[config.mk]
export PLATFORM = sky130hd
export DESIGN_NAME = tgemv_queue
export DESIGN_NICKNAME = d
export VERILOG_FILES = /design/src/hdl/tgemv_pkg.sv /design/src/hdl/tgemv_queue.sv
export SDC_FILE = /design/constraint.sdc
export NUM_CORES = 1
export LEC_CHECK = 0
export BUFFER_PORTS_ARGS = -buffer_cell sky130_fd_sc_hd__clkbuf_2
export CAP_MARGIN = 10
export CORE_UTILIZATION = 57
export DETAILED_ROUTE_END_ITERATION = 6
export GPL_TIMING_DRIVEN = 0
export PLACE_DENSITY = 0.79
export SLEW_MARGIN = 20
export SYNTH_ARGS = -nofsm -noshare
export SYNTH_HDL_FRONTEND = slang
export SYNTH_SLANG_ARGS = --single-unit
[constraint.sdc]
create_clock -name clk -period 4.1 [get_ports clk]
set_input_delay 0.82 -clock clk [delete_from_list [all_inputs] [get_ports clk]]
set_output_delay 0.82 -clock clk [all_outputs]
set_load 0.05 [all_outputs]
[src/hdl/tgemv_pkg.sv]
// shared types, constants and arithmetic helpers of the ternary weight gemv unit
// used by every module of the block; depends on nothing
package tgemv_pkg;

  localparam int MAX_GROUPS = 1024;
  localparam int GRP_W      = $clog2(MAX_GROUPS);
  localparam int LANES      = 4;
  localparam int ACT_W      = 16;
  localparam int CODE_W     = 2;
  localparam int WB_W       = LANES * CODE_W;
  localparam int TERM_W     = ACT_W + 2;
  localparam int BSUM_W     = TERM_W + 2;
  localparam int SUM_W      = 32;
  localparam int ROW_W      = 16;
  localparam int RG_W       = 11;
  localparam int CFG_DATA_W = 16;
  localparam int CFG_IDX_W  = 2;
  localparam int Q_DEPTH    = 4;
  localparam int Q_AW       = $clog2(Q_DEPTH);

  // register indexes on the config port
  localparam logic [CFG_IDX_W-1:0] CFG_ROW_GROUPS = CFG_IDX_W'(0);
  localparam logic [CFG_IDX_W-1:0] CFG_ROW_COUNT  = CFG_IDX_W'(1);

  // reset values of the config registers
  localparam logic [RG_W-1:0]  ROW_GROUPS_RST = RG_W'(1024);
  localparam logic [ROW_W-1:0] ROW_COUNT_RST  = ROW_W'(1);

  // 2-bit weight codes
  localparam logic [CODE_W-1:0] CODE_NEG  = 2'd0;
  localparam logic [CODE_W-1:0] CODE_ZERO = 2'd1;
  localparam logic [CODE_W-1:0] CODE_POS  = 2'd2;
  localparam logic [CODE_W-1:0] CODE_DBL  = 2'd3;

  typedef enum logic {
    CMD_LOAD   = 1'b0,
    CMD_WEIGHT = 1'b1
  } cmd_t;

  typedef logic [LANES-1:0][ACT_W-1:0] acts_t;

  // one queued operation, classified by the front end
  typedef struct packed {
    cmd_t             cmd;
    logic [GRP_W-1:0] grp;
    acts_t            acts;
    logic [WB_W-1:0]  wb;
    logic             row_end;
  } op_t;

  // queue head as seen by the back end
  typedef struct packed {
    logic avail;
    op_t  op;
  } qhead_t;

  function automatic logic signed [TERM_W-1:0] ternary_term(
    input logic [CODE_W-1:0]       code,
    input logic signed [ACT_W-1:0] a
  );
    logic signed [TERM_W-1:0] ax;
    logic signed [TERM_W-1:0] res;
    ax = TERM_W'(a);
    case (code)
      CODE_NEG:  res = -ax;
      CODE_ZERO: res = '0;
      CODE_POS:  res = ax;
      CODE_DBL:  res = ax <<< 1;
      default:   res = '0;
    endcase
    return res;
  endfunction

  function automatic logic signed [SUM_W-1:0] sat_sum(input logic signed [SUM_W:0] v);
    logic signed [SUM_W-1:0] res;
    if (v[SUM_W] != v[SUM_W-1]) begin
      res = v[SUM_W] ? {1'b1, {(SUM_W-1){1'b0}}} : {1'b0, {(SUM_W-1){1'b1}}};
    end else begin
      res = v[SUM_W-1:0];
    end
    return res;
  endfunction

endpackage

[src/hdl/tgemv_queue.sv]
// short fifo of classified operations between front and back end
// depends on tgemv_pkg
module tgemv_queue import tgemv_pkg::*; (
  input  logic   clk,
  input  logic   rst,
  input  logic   push,
  input  op_t    push_op,
  output logic   full,
  input  logic   pop,
  output qhead_t head
);

  op_t           slots [Q_DEPTH];
  logic [Q_AW-1:0] wr_ptr;
  logic [Q_AW-1:0] rd_ptr;
  logic [Q_AW:0]   count;
  logic            do_push;
  logic            do_pop;

  assign full       = (count == (Q_AW+1)'(Q_DEPTH));
  assign head.avail = (count != '0);
  assign head.op    = slots[rd_ptr];
  assign do_push    = push && !full;
  assign do_pop     = pop && head.avail;

  always_ff @(posedge clk) begin
    if (do_push) begin
      slots[wr_ptr] <= push_op;
    end
  end

  always_ff @(posedge clk) begin
    if (rst) begin
      wr_ptr <= '0;
      rd_ptr <= '0;
      count  <= '0;
    end else begin
      if (do_push) begin
        wr_ptr <= wr_ptr + Q_AW'(1);
      end
      if (do_pop) begin
        rd_ptr <= rd_ptr + Q_AW'(1);
      end
      case ({do_push, do_pop})
        2'b10:   count <= count + (Q_AW+1)'(1);
        2'b01:   count <= count - (Q_AW+1)'(1);
        default: count <= count;
      endcase
    end
  end

endmodule

* After elaboration in Yosys (flattened, before gate mapping)
Memories as Yosys holds them, arrays and structs flattened. A register that Yosys moved wholly into a read port is not among the register bits.
Index checks and enable logic that the tools add are counted.
** Storage, ports and cells
- Memory bits (writable) :: 336
- Input bits :: 88
- Output and inout bits :: 86
- Memories :: 1
- Flip-flop bits (word level) :: 7
- Word-level logic and storage cells :: 21
** Memories
- slots :: depth 4, width 84, rd ports 1, clocked after memory_dff 1, wr ports 1, RTL line tgemv_queue.sv:13 : op_t slots [Q_DEPTH];
** Operators by class
- Mux-type cells :: 5
- Add/subtract/negate cells :: 4
- Reductions and logical operators :: 5
- Eq/ne operators :: 3
** Operators with widths (number)
- $pmux W3 S2 :: 1
- $add A2 B1 Y2 const B :: 2
- $mux W2 :: 2
- $add A3 B1 Y3 const B :: 1
- $eq A3 B3 Y1 const B :: 1
- $reduce_bool A3 Y1 :: 1
- $sub A3 B1 Y3 const B :: 1
- $eq A2 B1 Y1 const B :: 1
- $eq A2 B2 Y1 const B :: 1
- $logic_and A1 B1 Y1 :: 2
- $mux W1 :: 2
- $reduce_bool A2 Y1 :: 1
- $logic_not A1 Y1 :: 1

* Longest topological paths before layout
- Word-level depth :: 5
- Mapped depth :: 9
- Gate-level depth less buffers :: 9

* Least setup slack after synthesis
Ideal clock, no wire load.
- Path type :: register to register
- Start :: register count[2]
- End :: memory slots[0][0] (netlist bit), enable pin
- Period minus slack after synthesis :: 3696 ps
- Path buffers :: 0
- Slack :: 404 ps
- Cell stages (with the launch flop) :: 4
- Arrival :: 3062 ps
- Path through :: dfxtp_1 > nor3b_1 > nor2_1 > and2_1
** On the way
- Cells in the longest elaborated chain, start to end :: 5
** RTL lines
- start: declaration :: RTL line tgemv_queue.sv:16 : logic [Q_AW:0] count;
- start signal: assignment :: RTL line tgemv_queue.sv:45 : 2'b10: count <= count + (Q_AW+1)'(1);
- start signal: assignment :: RTL line tgemv_queue.sv:46 : 2'b01: count <= count - (Q_AW+1)'(1);
- start signal: assignment :: RTL line tgemv_queue.sv:47 : default: count <= count;
- $eq A3 B3 Y1 :: RTL line tgemv_queue.sv:20 : assign full = (count == (Q_AW+1)'(Q_DEPTH));
- net full :: RTL line tgemv_queue.sv:8 : output logic full,
- $logic_not A1 Y1 :: RTL line tgemv_queue.sv:23 : assign do_push = push && !full;
- $logic_and A1 B1 Y1 :: RTL line tgemv_queue.sv:23
- $mux W1 :: RTL line tgemv_queue.sv:27 : if (do_push) begin
- $mux W1 (implied by the code) :: RTL line tgemv_queue.sv:28 : slots[wr_ptr] <= push_op;
- end: declaration :: RTL line tgemv_queue.sv:13
The timed path passes the listed nets, and every way through them passes these cells.

==> metrics.txt <==
status=finished clean; Initial DRT Pass Iterations=4; DP Cell Count=948; Syn Area/Cell=25.7 sq um; setup repair bufs after CTS=0; leading cell types by count after synthesis=edfxtp_1 (336), mux4_2 (84), dfxtp_1 (9); core area=0.0218 sq mm; Critical Path Most Common Cell=buf_2; All-Layer GR Usage=20.0%; deepest clock path buffer count=3; fin crit period=2.96 ns; CP startpoint kind=flip-flop; Cell Chain, Critical Path=buf_2 > buf_2 > mux4_2 > clkbuf_2; cell leakage power=5.08 nW; synthesized flop and latch total=345; TritonCTS clock tree=built; Buf/Inv on CP=3; DRC Markers=0; slew of the pin with the lowest slew margin=0.686 ns; Layout area overhead=18.7%; Seq/Total Area, Yosys=81.6%; total negative slack=0 ns; cell count after synthesis=490; routed vias/inst=5.75; Post-synth top flop=edfxtp_1; Max-Cap Viols=0; GP Congestion=0.757; hold buffers post-CTS=0; IO buf count=172; ranking of synthesized cells by area=edfxtp_1 (80%), mux4_2 (15%), dfxtp_1 (1.4%), buf_6 (0.63%), ha_1 (0.50%); clock slew at reported path FFs=0.06 ns; antenna violations before repair=0; RSZ-0062 raised after global routing=no; nets=798; starting density of the core=57.9%; Unique masters post-synth=23; CP Data Arrival Time=2.14 ns; critical path's top delay family=buffers and inverters; largest stage delay on the critical path=0.38 ns; Root Driver=clkbuf_16; top-count cell post-synth=edfxtp_1; Fmax achieved=338 MHz; Tcrit/Tclk final=72.1%; Final ANT Viol Nets=0; vias in the first global route=5,960; initial DRC count=325; Crit Path Max Fanout=10; largest net degree at the start of global routing=44; DP HPWL=13,500 um; Die Area=0.0227 sq mm; Via Count=5,786; first-pass GRT wire length=33,100 um; min-delay worst type=input port to flip-flop; Critical Path Sink Type=output port; Power Density=696 mW/mm^2; area share of the largest cell type after synthesis=80.2%; antenna diode count=0; final WL=22,400 um; GRT overflow=0; Ys Warns=0; Inserted Clock Buffers=34; clock skew=0.0226 ns; H-tree depth=2; Crit Path Category=flip-flop to output port; endpoints failing setup=0; Final Hold Fails=0; hold slack=0.536 ns; die width=151 um; worst-skew pair later-pin latency=0.50 ns; post-route insts no fill=1,006; Syn Nets=584; area leader, netlist=edfxtp_1; Cell Area, Synth=0.0126 sq mm; Die Height=151 um; clock sinks=345; final instance area=0.0149 sq mm; worst endpoint required time=3.28 ns; post-cts sizing count=0; fin. max-slew vios=0; share of cells above drive strength 1=44.8%; Slowest-stage cell, CP=mux4_2; EDFF count, synth=336; WL/cell=22.3 um; Worst VDD drop=397 uV; FFs w/ async S/R, synth=0%; row cnt=54; placed cell areas=0.0139 sq mm; Slew headroom=54.3%; I/O pins=174
==> stage by stage <==
| step | setup WS, ns | utilization [%] | power (mW) |
|---|---|---|---|
| after floorplan | 0.404 | - | 6.97 |
| after global placement | -0.974 | 63.4 | 7.65 |
| after detailed placement | 1.40 | 64.1 | 7.71 |
| after CTS | 1.10 | 68.7 | 10.5 |
| after global routing | 1.05 | 68.7 | 10.8 |
| final | 1.14 | 68.7 | 10.4 |
==> layout make-up <==
type | instances | area [sq um]
flip-flops and latches | 345 | 10300
fillers | 1345 | 6810
multi-input cells | 119 | 2160
repair buffers | 178 | 996
clock buffers | 50 | 952
well taps | 280 | 350
plain buffers | 19 | 140
clock inverters | 8 | 46.3
inverters | 7 | 26.3
==> worst register-to-register path: cells and delay by family, from the launching register on <==
family	cells	cell delay [ns]
buffers and inverters	2	0.16
AND/OR/NAND/NOR	3	0.91
flip-flops	1	0.40
adder cells (fa/ha/maj)	2	0.57
XOR/XNOR	1	0.16
AO/OA/AOI/OAI	1	0.14
==> final timing paths <==
path,from,cells past startpoint,slack [ns],end
worst min-delay path,push_op[81],1,0.54,slots[3][81]$_DFFE_PP_
worst max register to register,count[2]$_SDFFE_PP0P_,9,1.70,count[2]$_SDFFE_PP0P_
worst max-delay path,flip-flop,4,1.14,head[23]
worst min register to register,count[2]$_SDFFE_PP0P_,2,0.54,count[2]$_SDFFE_PP0P_
==> where the power goes <==
part,total (mW),switching (mW),internal (mW)
logic,3.32,2.27,1.04
registers,4.30,0.0866,4.21
clock network,2.79,1.18,1.61
==> cells in the final DEF (no fill, tap or decap), drive strengths merged, types with 3 or more instances in the layout <==
| master | synthesis | layout |
|---|---|---|
| mux4 | 84 | 84 |
| clkbuf | 2 | 224 |
| inv | 7 | 8 |
| edfxtp | 336 | 336 |
| and2 | 4 | 4 |
| xor2 | 3 | 3 |
| a21oi | 3 | 3 |
| clkinv | 0 | 5 |
| ha | 5 | 5 |
| nor2 | 7 | 7 |
| or3 | 3 | 3 |
| dfxtp | 9 | 9 |
| buf | 17 | 23 |
==> kinds of logic after synthesis <==
kind of cell    after synthesis  synth area share (%)
xor+xnor                      4                 0.278
fa+ha+maj                     6                 0.656
flops                       345                  81.6
mux                          85                  15.1
simple gates                 17                 0.716
compound gates                7                 0.338
buf+inv                      26                  1.32
==> state kept, by name, indices dropped and copies added (netlist names), named ones only <==
| register | flops |
|---|---|
| slots | 336 |
| count | 3 |
| rd_ptr | 2 |
| wr_ptr | 2 |
==> layer usage <==
layer / share of wire (%) / global-route usage, %
met5: 0 / 0
met2: 51 / 33.8
met4: 2.4 / 6.40
met1: 40 / 26.1
met3: 6.7 / 4.24
No activity file was read; power rests on OpenSTA's default activity.
