**src/hdl/tgemv_pkg.sv**
```systemverilog
// shared types, constants and arithmetic helpers of the ternary weight gemv unit
// used by every module of the block; depends on nothing
package tgemv_pkg;

  localparam int MAX_GROUPS = 1024;
  localparam int GRP_W      = $clog2(MAX_GROUPS);
  localparam int LANES      = 4;
  localparam int ACT_W      = 16;
  localparam int CODE_W     = 2;
  localparam int WB_W       = LANES * CODE_W;
  localparam int TERM_W     = ACT_W + 2;
  localparam int BSUM_W     = TERM_W + 2;
  localparam int SUM_W      = 32;
  localparam int ROW_W      = 16;
  localparam int RG_W       = 11;
  localparam int CFG_DATA_W = 16;
  localparam int CFG_IDX_W  = 2;
  localparam int Q_DEPTH    = 4;
  localparam int Q_AW       = $clog2(Q_DEPTH);

  // register indexes on the config port
  localparam logic [CFG_IDX_W-1:0] CFG_ROW_GROUPS = CFG_IDX_W'(0);
  localparam logic [CFG_IDX_W-1:0] CFG_ROW_COUNT  = CFG_IDX_W'(1);

  // reset values of the config registers
  localparam logic [RG_W-1:0]  ROW_GROUPS_RST = RG_W'(1024);
  localparam logic [ROW_W-1:0] ROW_COUNT_RST  = ROW_W'(1);

  // 2-bit weight codes
  localparam logic [CODE_W-1:0] CODE_NEG  = 2'd0;
  localparam logic [CODE_W-1:0] CODE_ZERO = 2'd1;
  localparam logic [CODE_W-1:0] CODE_POS  = 2'd2;
  localparam logic [CODE_W-1:0] CODE_DBL  = 2'd3;

  typedef enum logic {
    CMD_LOAD   = 1'b0,
    CMD_WEIGHT = 1'b1
  } cmd_t;

  typedef logic [LANES-1:0][ACT_W-1:0] acts_t;

  // one queued operation, classified by the front end
  typedef struct packed {
    cmd_t             cmd;
    logic [GRP_W-1:0] grp;
    acts_t            acts;
    logic [WB_W-1:0]  wb;
    logic             row_end;
  } op_t;

  // queue head as seen by the back end
  typedef struct packed {
    logic avail;
    op_t  op;
  } qhead_t;

  function automatic logic signed [TERM_W-1:0] ternary_term(
    input logic [CODE_W-1:0]       code,
    input logic signed [ACT_W-1:0] a
  );
    logic signed [TERM_W-1:0] ax;
    logic signed [TERM_W-1:0] res;
    ax = TERM_W'(a);
    case (code)
      CODE_NEG:  res = -ax;
      CODE_ZERO: res = '0;
      CODE_POS:  res = ax;
      CODE_DBL:  res = ax <<< 1;
      default:   res = '0;
    endcase
    return res;
  endfunction

  function automatic logic signed [SUM_W-1:0] sat_sum(input logic signed [SUM_W:0] v);
    logic signed [SUM_W-1:0] res;
    if (v[SUM_W] != v[SUM_W-1]) begin
      res = v[SUM_W] ? {1'b1, {(SUM_W-1){1'b0}}} : {1'b0, {(SUM_W-1){1'b1}}};
    end else begin
      res = v[SUM_W-1:0];
    end
    return res;
  endfunction

endpackage

```
**src/hdl/tgemv_front.sv**
```systemverilog
// front end: accepts input words, tracks the byte position within a row and
// pushes classified operations into the queue; depends on tgemv_pkg
module tgemv_front import tgemv_pkg::*; (
  input  logic                    clk,
  input  logic                    rst,
  input  logic                    item_valid,
  output logic                    item_ready,
  input  logic                    command,
  input  logic [9:0]              group_index,
  input  logic signed [ACT_W-1:0] act0,
  input  logic signed [ACT_W-1:0] act1,
  input  logic signed [ACT_W-1:0] act2,
  input  logic signed [ACT_W-1:0] act3,
  input  logic [WB_W-1:0]         weight_byte,
  input  logic [RG_W-1:0]         row_groups,
  input  logic                    q_full,
  output logic                    push,
  output op_t                     push_op
);

  logic [GRP_W-1:0] byte_pos;
  logic [GRP_W-1:0] byte_pos_next;
  logic [GRP_W:0]   pos_inc;
  logic [RG_W-1:0]  eff_groups;
  logic             accept;
  logic             is_weight;
  logic             load_ok;
  logic             row_end;

  assign item_ready = !q_full;
  assign accept     = item_valid && item_ready;
  assign is_weight  = (cmd_t'(command) == CMD_WEIGHT);
  assign load_ok    = (32'(group_index) < 32'(MAX_GROUPS));

  always_comb begin
    if (row_groups == '0) begin
      eff_groups = RG_W'(1);
    end else if (32'(row_groups) > 32'(MAX_GROUPS)) begin
      eff_groups = RG_W'(MAX_GROUPS);
    end else begin
      eff_groups = row_groups;
    end
  end

  assign pos_inc       = {1'b0, byte_pos} + (GRP_W+1)'(1);
  assign row_end       = (32'(pos_inc) >= 32'(eff_groups));
  assign byte_pos_next = row_end ? '0 : pos_inc[GRP_W-1:0];

  always_ff @(posedge clk) begin
    if (rst) begin
      byte_pos <= '0;
    end else if (accept && is_weight) begin
      byte_pos <= byte_pos_next;
    end
  end

  // out-of-range loads are dropped here
  assign push = accept && (is_weight || load_ok);

  always_comb begin
    push_op.cmd     = cmd_t'(command);
    push_op.grp     = is_weight ? byte_pos : GRP_W'(group_index);
    push_op.acts[0] = act0;
    push_op.acts[1] = act1;
    push_op.acts[2] = act2;
    push_op.acts[3] = act3;
    push_op.wb      = weight_byte;
    push_op.row_end = row_end;
  end

endmodule

```
**config.mk**
```make
export PLATFORM = sky130hd
export DESIGN_NAME = tgemv_front
export DESIGN_NICKNAME = d
export VERILOG_FILES = /design/src/hdl/tgemv_pkg.sv /design/src/hdl/tgemv_front.sv
export SDC_FILE = /design/constraint.sdc
export NUM_CORES = 1
export LEC_CHECK = 0
export BUFFER_PORTS_ARGS = -buffer_cell sky130_fd_sc_hd__buf_2
export CAP_MARGIN = 30
export CORE_UTILIZATION = 30
export CTS_CLUSTER_SIZE = 16
export DETAILED_ROUTE_END_ITERATION = 6
export PLACE_DENSITY = 0.72
export REMOVE_ABC_BUFFERS = 1
export SYNTH_ARGS = -nofsm -noshare
export SYNTH_HDL_FRONTEND = slang
export SYNTH_SLANG_ARGS = --single-unit
```
**constraint.sdc**
```tcl
create_clock -name clk -period 4.8 [get_ports clk]
set_input_delay 0.96 -clock clk [delete_from_list [all_inputs] [get_ports clk]]
set_output_delay 0.96 -clock clk [all_outputs]
set_load 0.01 [all_outputs]
```
Yosys cells after proc, flatten, opt, wreduce, memory -nomap -nowiden

Cells that the tools add are included.

Add/subtract/negate cells: 1
$mul: 0
Divide/modulo/power cells: 0
Magnitude comparators: 2
Equal/unequal tests: 0
Shift operators: 0
Multiplexer cells: 4
Bitwise logic cells: 0
Reductions and logical operators: 4

Operators by type and width:

| cell                  | number |
|---|---|
| $mux 11               | 2 |
| $mux 10               | 2 |
| $add 10x1->11 const B | 1 |
| $ge 11x11->1          | 1 |
| $gt 11x11->1 const B  | 1 |
| $logic_not 11->1      | 1 |
| $logic_and 1x1->1     | 2 |
| $logic_not 1->1       | 1 |

Register bits: 10
Bits in latches: 0
RAM bits: 0
Bits in read-only memories: 0
Output and inout port bits: 86
Memories: 0

Logic depth before layout (Yosys ltp)

Gate-level depths: netlist of run 1.

Depth after elaboration: 5
Mapped depth: 11
Depth with buffers taken out: 11

Worst setup path before layout of run 1

OpenSTA, ideal clock, no wires.

Kind: input port to output port
Start: input row_groups[4]
End: output push_op[0] in the netlist's numbering
Arrival: 3040 ps
Data required time: 3840 ps
Path slack: 800 ps
Stages on the path: 11
Path buffers: 1
Path through: nor4_1 -> nand3_1 -> o21ai_0 -> nand2_1 -> ha_1 -> a21o_1 -> a221o_1 -> a41oi_4 -> o21a_4 -> inv_4 -> buf_4

Longest elaborated chain between the ends: 4
Elaborated cells between the ends (all ways): 5
Classes of those cells: order compare: 2; mux: 2; reduce/logical: 1

Ends and longest elaborated chain:

| item             | line              | text |
|---|---|---|
| from (decl)      | tgemv_front.sv:15 | `input logic [RG_W-1:0] row_groups,` |
| $gt 11x11->1     | tgemv_front.sv:38 | `end else if (32'(row_groups) > 32'(MAX_GROUPS)) begin` |
| $mux 11          | tgemv_front.sv:38 |  |
| $mux 11 (*)      | tgemv_front.sv:36 | `if (row_groups == '0) begin` |
| $ge 11x11->1 (*) | tgemv_front.sv:46 | `assign row_end = (32'(pos_inc) >= 32'(eff_groups));` |
| to (decl)        | tgemv_front.sv:18 | `output op_t push_op` |

Every way passes the cells marked *; elsewhere a longest branch is shown, timed or not.

==> results of run 1 <==
## logic make-up (layout without fill, tap and decap cells)
group | after synthesis | in the layout | synth area share, %
compound gates | 30 | 30 | 16.8
xor+xnor | 8 | 8 | 4.20
fa+ha+maj | 12 | 12 | 9.00
buf+inv | 85 | 49 | 36.0
flops | 10 | 10 | 12.0
mux | 10 | 10 | 6.75
simple gates | 50 | 50 | 15.3
## Yosys cell counts (all sizes together)
| cell | number |
|---|---|
| ha | 12 |
| xor2 | 4 |
| nor2 | 3 |
| clkbuf | 4 |
| nand4 | 2 |
| clkinv | 1 |
| nand2b | 1 |
| o2111ai | 7 |
| nand2 | 21 |
| nand3 | 8 |
| buf | 76 |
| o21a | 1 |
| nor3 | 4 |
| a41o | 1 |
| o311ai | 3 |
| o211ai | 2 |
| and4 | 2 |
| a221o | 1 |
| a41oi | 1 |
| nor4b | 1 |
| a21o | 3 |
| dfxtp | 10 |
| and3 | 2 |
| o21ai | 2 |
| mux2 | 10 |
| nor2b | 2 |
| inv | 4 |
| nor4 | 1 |
| and2 | 3 |
| a21oi | 9 |
| xnor2 | 4 |
## cell usage in the layout, fill, tap and decap left out, types with 2 or more instances in the layout
cell type,count
o211ai_1,2
xnor2_1,4
dfxtp_1,10
a21o_1,3
a21oi_1,8
xor2_1,4
buf_2,39
nor2_1,3
nor2b_1,2
nand2_1,21
o311ai_2,3
nand3_1,7
mux2_2,10
and4_1,2
inv_1,3
ha_1,12
and2_1,3
nand4_1,2
clkbuf_8,4
o2111ai_1,7
nor3_1,4
## per-stage QoR
stage	setup WS [ns]	area (µm²)	total power, µW	util [%]
CTS	0.621	1440	257	27.4
global route	0.414	1440	266	27.4
global placement	0.636	1380	148	26.3
floorplan	0.922	1090	120	-
finish	0.578	1440	257	27.4
detailed placement	0.634	1380	149	26.3
## cell type report
type	instances	area (µm²)
well taps	70	87.6
flip-flops and latches	10	200
multi-input cells	110	868
repair buffers	40	203
inverters	5	21.3
fillers	559	3800
clock buffers	4	55.1
## critical path: cells and delay by family
kind | cells | cell delay [ns]
AOI/OAI and AO/OA | 5 | 1.13
buffers and inverters | 3 | 0.28
adders and majority gates | 1 | 0.29
and+or+nand+nor | 3 | 0.59
## layer usage
metal	track usage (%)	vias up	routed length (µm)	share of wire, %
met3	38.1	7	2410	28
met1	20.1	594	2120	25
met5	6.36	-	0	0
met2	45.8	191	3900	46
met4	4.42	0	68	0.80
li1	-	568	-	-
## power by group through the flow
stage                     registers [µW]  clock network (µW)  logic, µW
after global routing                85.7                 112       67.7
final                               85.5                 109       62.1
after global placement              87.2                   0       60.9
after CTS                           85.5                 110       61.9
after floorplan                     86.7                   0       32.9
after detailed placement            87.2                   0       61.7
## worst min-delay path by stage
stage | start | endpoint | slack [ns] | depth (start not counted)
floorplan | byte_pos[9] | byte_pos[9] | 0.46 | 2
global placement | byte_pos[9] | byte_pos[9] | 0.49 | 2
detailed placement | byte_pos[9] | byte_pos[9] | 0.50 | 2
CTS | byte_pos[9] | byte_pos[9] | 0.51 | 2
global route | byte_pos[4] | byte_pos[4] | 0.54 | 2
finish | byte_pos[9] | byte_pos[9] | 0.51 | 2
==> out/metrics.yaml, run 1 <==
run_status:
  status: "completed"
power_and_ir_drop:
  comb_power_share_pct: 24.2
  p_per_area_mw_per_mm2: 179
  netSwitchingPower_uw: 72.8
  p_leak_uw: 0.000668
  ir_worst_vdd_mv: 0.114
  netSwitchingFraction_pct: 28.4
  power.share.sequential_pct: 33.3
  power.share.clock_pct: 42.4
  p_int_uw: 184
job:
  drv_cap: 0
critical_path:
  r2r_end: "byte_pos[7]"
  r2r_start: "byte_pos[0]"
  reg2reg_depth: 10
  cp_common_cell: "buf_2"
  cp_cell_sequence: "buf_2 > nor4_1 > nand3_1 > o21ai_0 > nand2_1 > ha_1 > a21o_1 > a221o_1 > a41oi_4 > o21a_4 > inv_4 > buf_2"
  cp-startpoint: "row_groups[4]"
  r2r_slack_ns: 1.91
  cp_slowest_stage_delay_ns: 0.37
  cp_max_fo: 4
  setup.worst_path.class: "input pin to output port"
  required_ns: 3.84
  startpoint_type: "input pin"
  cp-endpoint: "push_op[0]"
  worst_setup_path_end_kind: "output port"
  crit_slowest_cell: "a221o_1"
  crit_arrival_ns: 3.26
logic_synthesis:
  yosysWarnings: 0
  yosysTopAreaCell: "buf_4"
  yosysSeqAreaShare_pct: 12.0
  syn_inst: 205
  ys_ff_latch: 10
  syn-cell-area_mm2: 0.00167
  synth_cell_types: 38
  syn_avg_cell_area_um2: 8.14
  synth_top_area_share_pct: 33.3
  synth.area.top_cells: "buf_4 (33%), dfxtp_1 (12%), ha_1 (9.0%), mux2_2 (6.7%), nand2_1 (4.7%)"
clock_network:
  cts_buffers: 3
  cts.sinks: 10
  hold_buffers: 0
  htreeDepth: 1
  clock_path_buffers: 2
  cts_resized: 0
  cts_tree: "yes"
  path_clk_slew_ns: 0.05
  insertion_delay_ns: 0.24
  clockRootBuffer: "clkbuf_8"
  postCtsSetupRepairBufs: 0
floorplan:
  io_pins: 184
  die-area_mm2: 0.00587
  die_x_um: 76.6
  die_y_um: 76.6
  core_area_mm2: 0.00524
  initial_core_util_pct: 31.9
  row_count: 26
sta:
  period_share_pct: 88.0
  rsz0062_at_grt: "no"
  hold_violations: 0
  setup_violations: 0
  setup_tns_ns: 0
  worst_hold_slack_ns: 0.510
  period_needed_ns: 4.22
  slew-limit-headroom_pct: 66.8
  max_freq_ghz: 0.237
  tightestPinTransition_ns: 0.496
  finClkSkew_ns: 0.00201
  slew_violations: 0
global_routing:
  grt.total_usage_pct: 28.6
  grt_pass1_vias: 1252
  grt_first_pass_wirelength_um: 11300
  grt_overflow: 0
  grt_start_max_net_pins: 15
  antenna_found_initial: 0
route:
  drc: 0
  firstDrtPassIters: 4
  drtIter0Drc: 87
  vias_per_cell: 5.69
  post_drt_wl_per_cell_um: 35.6
  ant_nets: 0
  routed_wl_um: 8500
  route.vias.total: 1360
final_layout:
  final_cells: 239
  antenna_cells: 0
  largest_reg_flops: 10
  reg_top3: "byte_pos x10"
  nNetsFinal: 280
  max_flop_register: "byte_pos"
  area_growth_pct: -14.0
  final_layout_size_suffix_gt1_share_pct: 37.9
placement:
  port_buffers: 39
  routabilityCongestion: 0.925
  hpwl_um: 7630
  dp_cells: 235
min_path:
  hold_class: "flop to flop"
Note: power is estimated with default switching activity, not from simulation.
==> run 2, diff against run 1 <==
--- a/config.mk
+++ b/config.mk
@@ -10,7 +10,7 @@
 export CORE_UTILIZATION = 30
 export CTS_CLUSTER_SIZE = 16
 export DETAILED_ROUTE_END_ITERATION = 6
-export PLACE_DENSITY = 0.72
+export PLACE_DENSITY = 0.71
 export REMOVE_ABC_BUFFERS = 1
 export SYNTH_ARGS = -nofsm -noshare
 export SYNTH_HDL_FRONTEND = slang
==> run 2 against run 1 <==
- via count is 4.0% lower
- worst hold slack worse by 0.013 ns
- sequential power hardly changed
- clock skew is 0.0014 ns higher
- cell area is 1.5% lower
- highest routed layer unchanged
- power is 8.8% lower
- flip-flop and latch count stayed put
==> out/metrics.yaml, run 2 (synthesis results as in run 1) <==
run_status:
  status: "completed"
route:
  post_drt_wl_per_cell_um: 34.6  # -2.8%
  drtIter0Drc: 53  # -39%
  drc: 0  # unchanged
  vias_per_cell: 5.51  # -3.2%
  routed_wl_um: 8200  # -3.6%
  ant_nets: 0  # unchanged
  route.vias.total: 1306  # -4.0%
  firstDrtPassIters: 4  # unchanged
global_routing:
  grt.total_usage_pct: 27.7  # -0.90 points
  met1_usage_pct: 18.4  # -1.8 points
  grt_overflow: 0  # unchanged
  met3_usage_pct: 38.3  # +0.24 points
  grt_start_max_net_pins: 15  # unchanged
  busiest_layer: "met2"
  grt_first_pass_wirelength_um: 10800  # -4.3%
  antenna_found_initial: 0  # unchanged
  grt_pass1_vias: 1194  # -4.6%
  grtUsageMet2_pct: 45.1  # -0.63 points
clock_network:
  path_clk_slew_ns: 0.05  # about the same
  cts_buffers: 3  # unchanged
  postCtsSetupRepairBufs: 0  # unchanged
  hold_buffers: 0  # unchanged
  insertion_delay_ns: 0.24  # about the same
  clockRootBuffer: "clkbuf_8"
  cts.sinks: 10  # unchanged
  clock_path_buffers: 2  # unchanged
  cts_resized: 0  # unchanged
  htreeDepth: 1  # unchanged
  cts_tree: "yes"
placement:
  dp_cells: 234  # -0.43%
  port_buffers: 39  # unchanged
  routabilityCongestion: 0.921  # -0.40%
  hpwl_um: 7490  # -1.9%
floorplan:
  die_y_um: 76.6  # unchanged
  io_pins: 184  # unchanged
  row_count: 26  # unchanged
  initial_core_util_pct: 31.9  # unchanged
  die_x_um: 76.6  # unchanged
  core_area_mm2: 0.00524  # unchanged
  die-area_mm2: 0.00587  # unchanged
final_layout:
  nNetsFinal: 279  # -0.36%
  final_common_cell: "buf_2"
  reg_top3: "byte_pos x10"
  antenna_cells: 0  # unchanged
  fill_cells: 567  # +1.4%
  area_growth_pct: -15.3
  final_layout_size_suffix_gt1_share_pct: 37.1  # -0.74 points
  final_cell_mix: "buf_2 (39), nand2_1 (21), ha_1 (12)"
  final_cells: 237  # -0.84%
  max_flop_register: "byte_pos"
  largest_reg_flops: 10  # unchanged
sta:
  max_freq_ghz: 0.230  # -3.1%
  period_share_pct: 90.7  # +2.8 points
  finClkSkew_ns: 0.00338  # +0.00136 ns
  setup_violations: 0  # unchanged
  rsz0062_at_grt: "no"
  hold_violations: 0  # unchanged
  slew_violations: 0  # unchanged
  setup_tns_ns: 0  # unchanged
  tightestPinTransition_ns: 0.452  # -0.0441 ns
  slew-limit-headroom_pct: 69.8  # +2.9 points
  period_needed_ns: 4.36  # +0.133 ns
critical_path:
  crit_arrival_ns: 3.40  # +0.14 ns
  setup.worst_path.class: "input pin to output port"
  worst_setup_path_end_kind: "output port"
  startpoint_type: "input pin"
  cp_max_fo: 10  # +6
  required_ns: 3.84  # about the same
power_and_ir_drop:
  p_per_area_mw_per_mm2: 166  # -7.4%
  ir_worst_vdd_mv: 0.153  # +35%
  power_uw: 234  # -8.8%
  p_leak_uw: 0.000656  # -1.7%
job:
  drv_cap: 0  # unchanged
min_path:
  hold_class: "flop to flop"
run 2: cell types whose count changed in the layout (fill, tap and decap cells not counted):
cell / change
clkbuf_8: -1
buf_4: -1
run 2: routing by layer:
layer  share of wire, %  up-vias
met5                  0        -
met4               0.68        0
met3                 28        9
met2                 46      179
met1                 25      552
li1                   -      566
run 2: worst max-delay path: stages:
cell and delay [ns]:
buf_2 0.12, nor4_1 0.28, nand3_1 0.13, o21ai_0 0.24, nand2_1 0.09, ha_1 0.30, a21o_1 0.16, a221o_1 0.37
a41oi_4 0.34, o21a_4 0.22, inv_4 0.05, buf_2 0.13
run 2: worst paths after layout:
kind / startpoint / end / slack [ns] / depth (start not counted)
worst max-delay path: row_groups[4] / push_op[0] / 0.44 / 12
worst min-delay path: byte_pos[9] / byte_pos[9] / 0.50 / 2
worst max register to register: byte_pos[0] / byte_pos[6] / 1.79 / 10
worst min register to register: byte_pos[9] / byte_pos[9] / 0.50 / 2
run 2: through the flow:
step           worst slack [ns]  cell area (µm²)  util [%]  hold WS [ns]
6_report                  0.445             1410      27.0         0.497
5_1_grt                   0.313             1410      27.0         0.534
4_1_cts                   0.433             1410      27.0         0.503
3_5_place_dp              0.467             1370      26.2         0.497
3_3_place_gp              0.546             1370      26.2         0.492
2_1_floorplan             0.922             1090         -         0.456
run 2: layout make-up:
type	count	area, µm²	share of cell area, %
multi-input combinational	110	868	61.4
tap	70	87.6	6.19
inverter	5	21.3	1.50
clock buffer	3	41.3	2.92
sequential	10	200	14.2
timing repair buffer	39	195	13.8
run 2: power breakdown:
group | switching, µW | leakage (µW) | internal (µW)
registers | 1.58 | 0.0000806 | 84.0
clock network | 34.4 | 0.0000216 | 55.0
logic | 32.7 | 0.000554 | 26.4
total | 68.7 | 0.000656 | 165
==> run 3, diff against run 2 <==
--- a/config.mk
+++ b/config.mk
@@ -10,7 +10,7 @@
 export CORE_UTILIZATION = 30
 export CTS_CLUSTER_SIZE = 16
 export DETAILED_ROUTE_END_ITERATION = 6
-export PLACE_DENSITY = 0.71
+export PLACE_DENSITY = 0.74
 export REMOVE_ABC_BUFFERS = 1
 export SYNTH_ARGS = -nofsm -noshare
 export SYNTH_HDL_FRONTEND = slang
==> constraint.sdc (replaced) <==
create_clock -name clk -period 3.8 [get_ports clk]
set_input_delay 0.76 -clock clk [delete_from_list [all_inputs] [get_ports clk]]
set_output_delay 0.76 -clock clk [all_outputs]
set_load 0.01 [all_outputs]
==> run 3 against run 2 <==
- flip-flop and latch count stayed put
- largest power group unchanged
- die area is the same
- register-to-register slack got worse by 0.95 ns
- power rose by 40%
- via count up 2.5%
- global-route usage grew 1.4 points
- largest cell class unchanged
==> out/metrics.yaml, run 3 (synthesis results as in run 1) <==
run_status:
  status: "completed"
route:
  drc: 0  # unchanged
  route.vias.total: 1339  # +2.5%
  firstDrtPassIters: 4  # unchanged
  vias_per_cell: 5.53  # +0.41%
  routed_wl_um: 8540  # +4.2%
  post_drt_wl_per_cell_um: 35.3  # +2.0%
  ant_nets: 0  # unchanged
  drtIter0Drc: 62  # +17%
final_layout:
  antenna_cells: 0  # unchanged
  area_growth_pct: -12.4
  fill_cells: 570  # +0.53%
  multiInputGateArea_um2: 872  # +0.43%
  nNetsFinal: 283  # +1.4%
  regArea_um2: 200  # unchanged
  max_flop_register: "byte_pos"
  final_cell_mix: "buf_2 (39), nand2_1 (21), ha_1 (12)"
  final_common_cell: "buf_2"
  largest_reg_flops: 10  # unchanged
  reg_top3: "byte_pos x10"
  final_layout_size_suffix_gt1_share_pct: 39.5  # +2.4 points
  final_cells: 242  # +2.1%
power_and_ir_drop:
  p_leak_uw: 0.000685  # +4.3%
  p_per_area_mw_per_mm2: 224  # +35%
  power_uw: 327  # +40%
  ir_worst_vdd_mv: 0.136  # -11%
global_routing:
  grt.total_usage_pct: 29.1  # +1.4 points
  antenna_found_initial: 0  # unchanged
  grt_overflow: 0  # unchanged
  grt_pass1_vias: 1342  # +12%
  grt_first_pass_wirelength_um: 11500  # +6.5%
  grt_start_max_net_pins: 15  # unchanged
floorplan:
  initial_core_util_pct: 31.9  # unchanged
  io_pins: 184  # unchanged
  die_y_um: 76.6  # unchanged
  die_x_um: 76.6  # unchanged
  die-area_mm2: 0.00587  # unchanged
  core_area_mm2: 0.00524  # unchanged
  row_count: 26  # unchanged
critical_path:
  r2r_slack_ns: 0.84  # -0.95 ns
  r2r_start: "byte_pos[0]"
  crit_slowest_cell: "a221o_1"
  worst_setup_path_end_kind: "output port"
  cp_cell_sequence: "buf_2 > nor4_1 > nand3_1 > o21ai_2 > nand2_1 > ha_1 > a21o_1 > a221o_1 > a41oi_4 > o21a_4 > inv_4 > buf_2"
  r2r_end: "byte_pos[5]"
  setup.worst_path.class: "input pin to output port"
  critPathTopFamily: "compound AO/OA/AOI/OAI gates"
  startpoint_type: "input pin"
  cp_slowest_stage_delay_ns: 0.38  # about the same
  cp_common_cell: "buf_2"
  required_ns: 3.04  # -0.80 ns
  timing.critical_path.buf_inv: 3  # unchanged
  cp_max_fo: 2  # -8
  reg2reg_depth: 11  # +1
  crit_arrival_ns: 2.92  # -0.48 ns
min_path:
  hold_path_depth: 2  # unchanged
  hold_end: "byte_pos[9]"
  min-delay-start: "byte_pos[9]"
  hold_class: "flop to flop"
placement:
  routabilityCongestion: 0.976  # +6.0%
  hpwl_um: 7640  # +2.1%
  dp_cells: 238  # +1.7%
  port_buffers: 39  # unchanged
sta:
  finClkSkew_ns: 0.00158  # -0.00179 ns
  hold_violations: 0  # unchanged
  slew-limit-headroom_pct: 69.9  # +0.13 points
  slew_violations: 0  # unchanged
  setup_violations: 0  # unchanged
  period_share_pct: 96.9
  tightestPinTransition_ns: 0.450  # -0.00188 ns
  period_needed_ns: 3.68
  max_freq_ghz: 0.272
  worst_hold_slack_ns: 0.510  # +0.0131 ns
clock_network:
  hold_buffers: 0  # unchanged
  htreeDepth: 1  # unchanged
  path_clk_slew_ns: 0.05  # about the same
  clock_path_buffers: 2  # unchanged
  cts_tree: "yes"
  clockRootBuffer: "clkbuf_8"
  insertion_delay_ns: 0.24  # about the same
  postCtsSetupRepairBufs: 0  # unchanged
  cts_buffers: 3  # unchanged
  cts.sinks: 10  # unchanged
  cts_resized: 0  # unchanged
job:
  drv_cap: 0  # unchanged
-- run 3: changes by cell type in the layout (fill, tap and decap cells not counted) --
| cell | delta |
|---|---|
| buf_4 | +4 |
| clkbuf_8 | +1 |
| o21ai_0 | -1 |
| o21ai_2 | +1 |
-- run 3: worst max-delay path by stage --
stage,start,endpoint,slack [ns],cells after the start
CTS,row_groups[1],push_op[0],0.09,13
global placement,row_groups[4],push_op[0],0.12,12
finish,row_groups[4],push_op[0],0.12,12
global route,row_groups[4],push_op[0],-0.02,12
detailed placement,row_groups[1],push_op[0],0.09,13
floorplan,row_groups[4],push_op[0],0.32,10
-- run 3: cell type report --
| type | count | share of cell area, % |
|---|---|---|
| timing repair buffer | 43 | 15.4 |
| multi-input combinational | 110 | 59.7 |
| sequential | 10 | 13.7 |
| inverter | 5 | 1.46 |
| clock buffer | 4 | 3.77 |
| tap | 70 | 5.99 |
-- run 3: metal layers --
| layer | vias up | wire length, µm | global-route usage (%) |
|---|---|---|---|
| met5 | - | 47 | 6.36 |
| met3 | 11 | 2430 | 37.8 |
| met4 | 2 | 54 | 3.65 |
| li1 | 571 | - | - |
| met1 | 572 | 2050 | 20.0 |
| met2 | 183 | 3960 | 48.3 |
-- run 3: per-stage QoR --
stage               util (%)  setup slack, ns  cell area [µm²]  setup TNS (ns)
detailed placement      26.8           0.0926             1400               0
floorplan                  -            0.322             1090               0
finish                  27.9            0.118             1460               0
global placement        26.8            0.116             1400               0
CTS                     27.8           0.0909             1460               0
global route            27.9          -0.0222             1460         -0.0222
-- run 3: worst min-delay path, stage by stage, from the launching register on --
cell     delay, ns
dfxtp_1       0.33
nand2_1       0.07
a21oi_1       0.05
-- run 3: where the power goes --
| group | leakage (µW) | total, µW | internal [µW] | switching [µW] |
|---|---|---|---|---|
| combinational | 0.000575 | 81.5 | 36.9 | 44.7 |
| sequential | 0.0000806 | 108 | 106 | 2.09 |
| clock | 0.0000288 | 138 | 91.5 | 46.3 |
| total | 0.000685 | 327 | 234 | 93.1 |
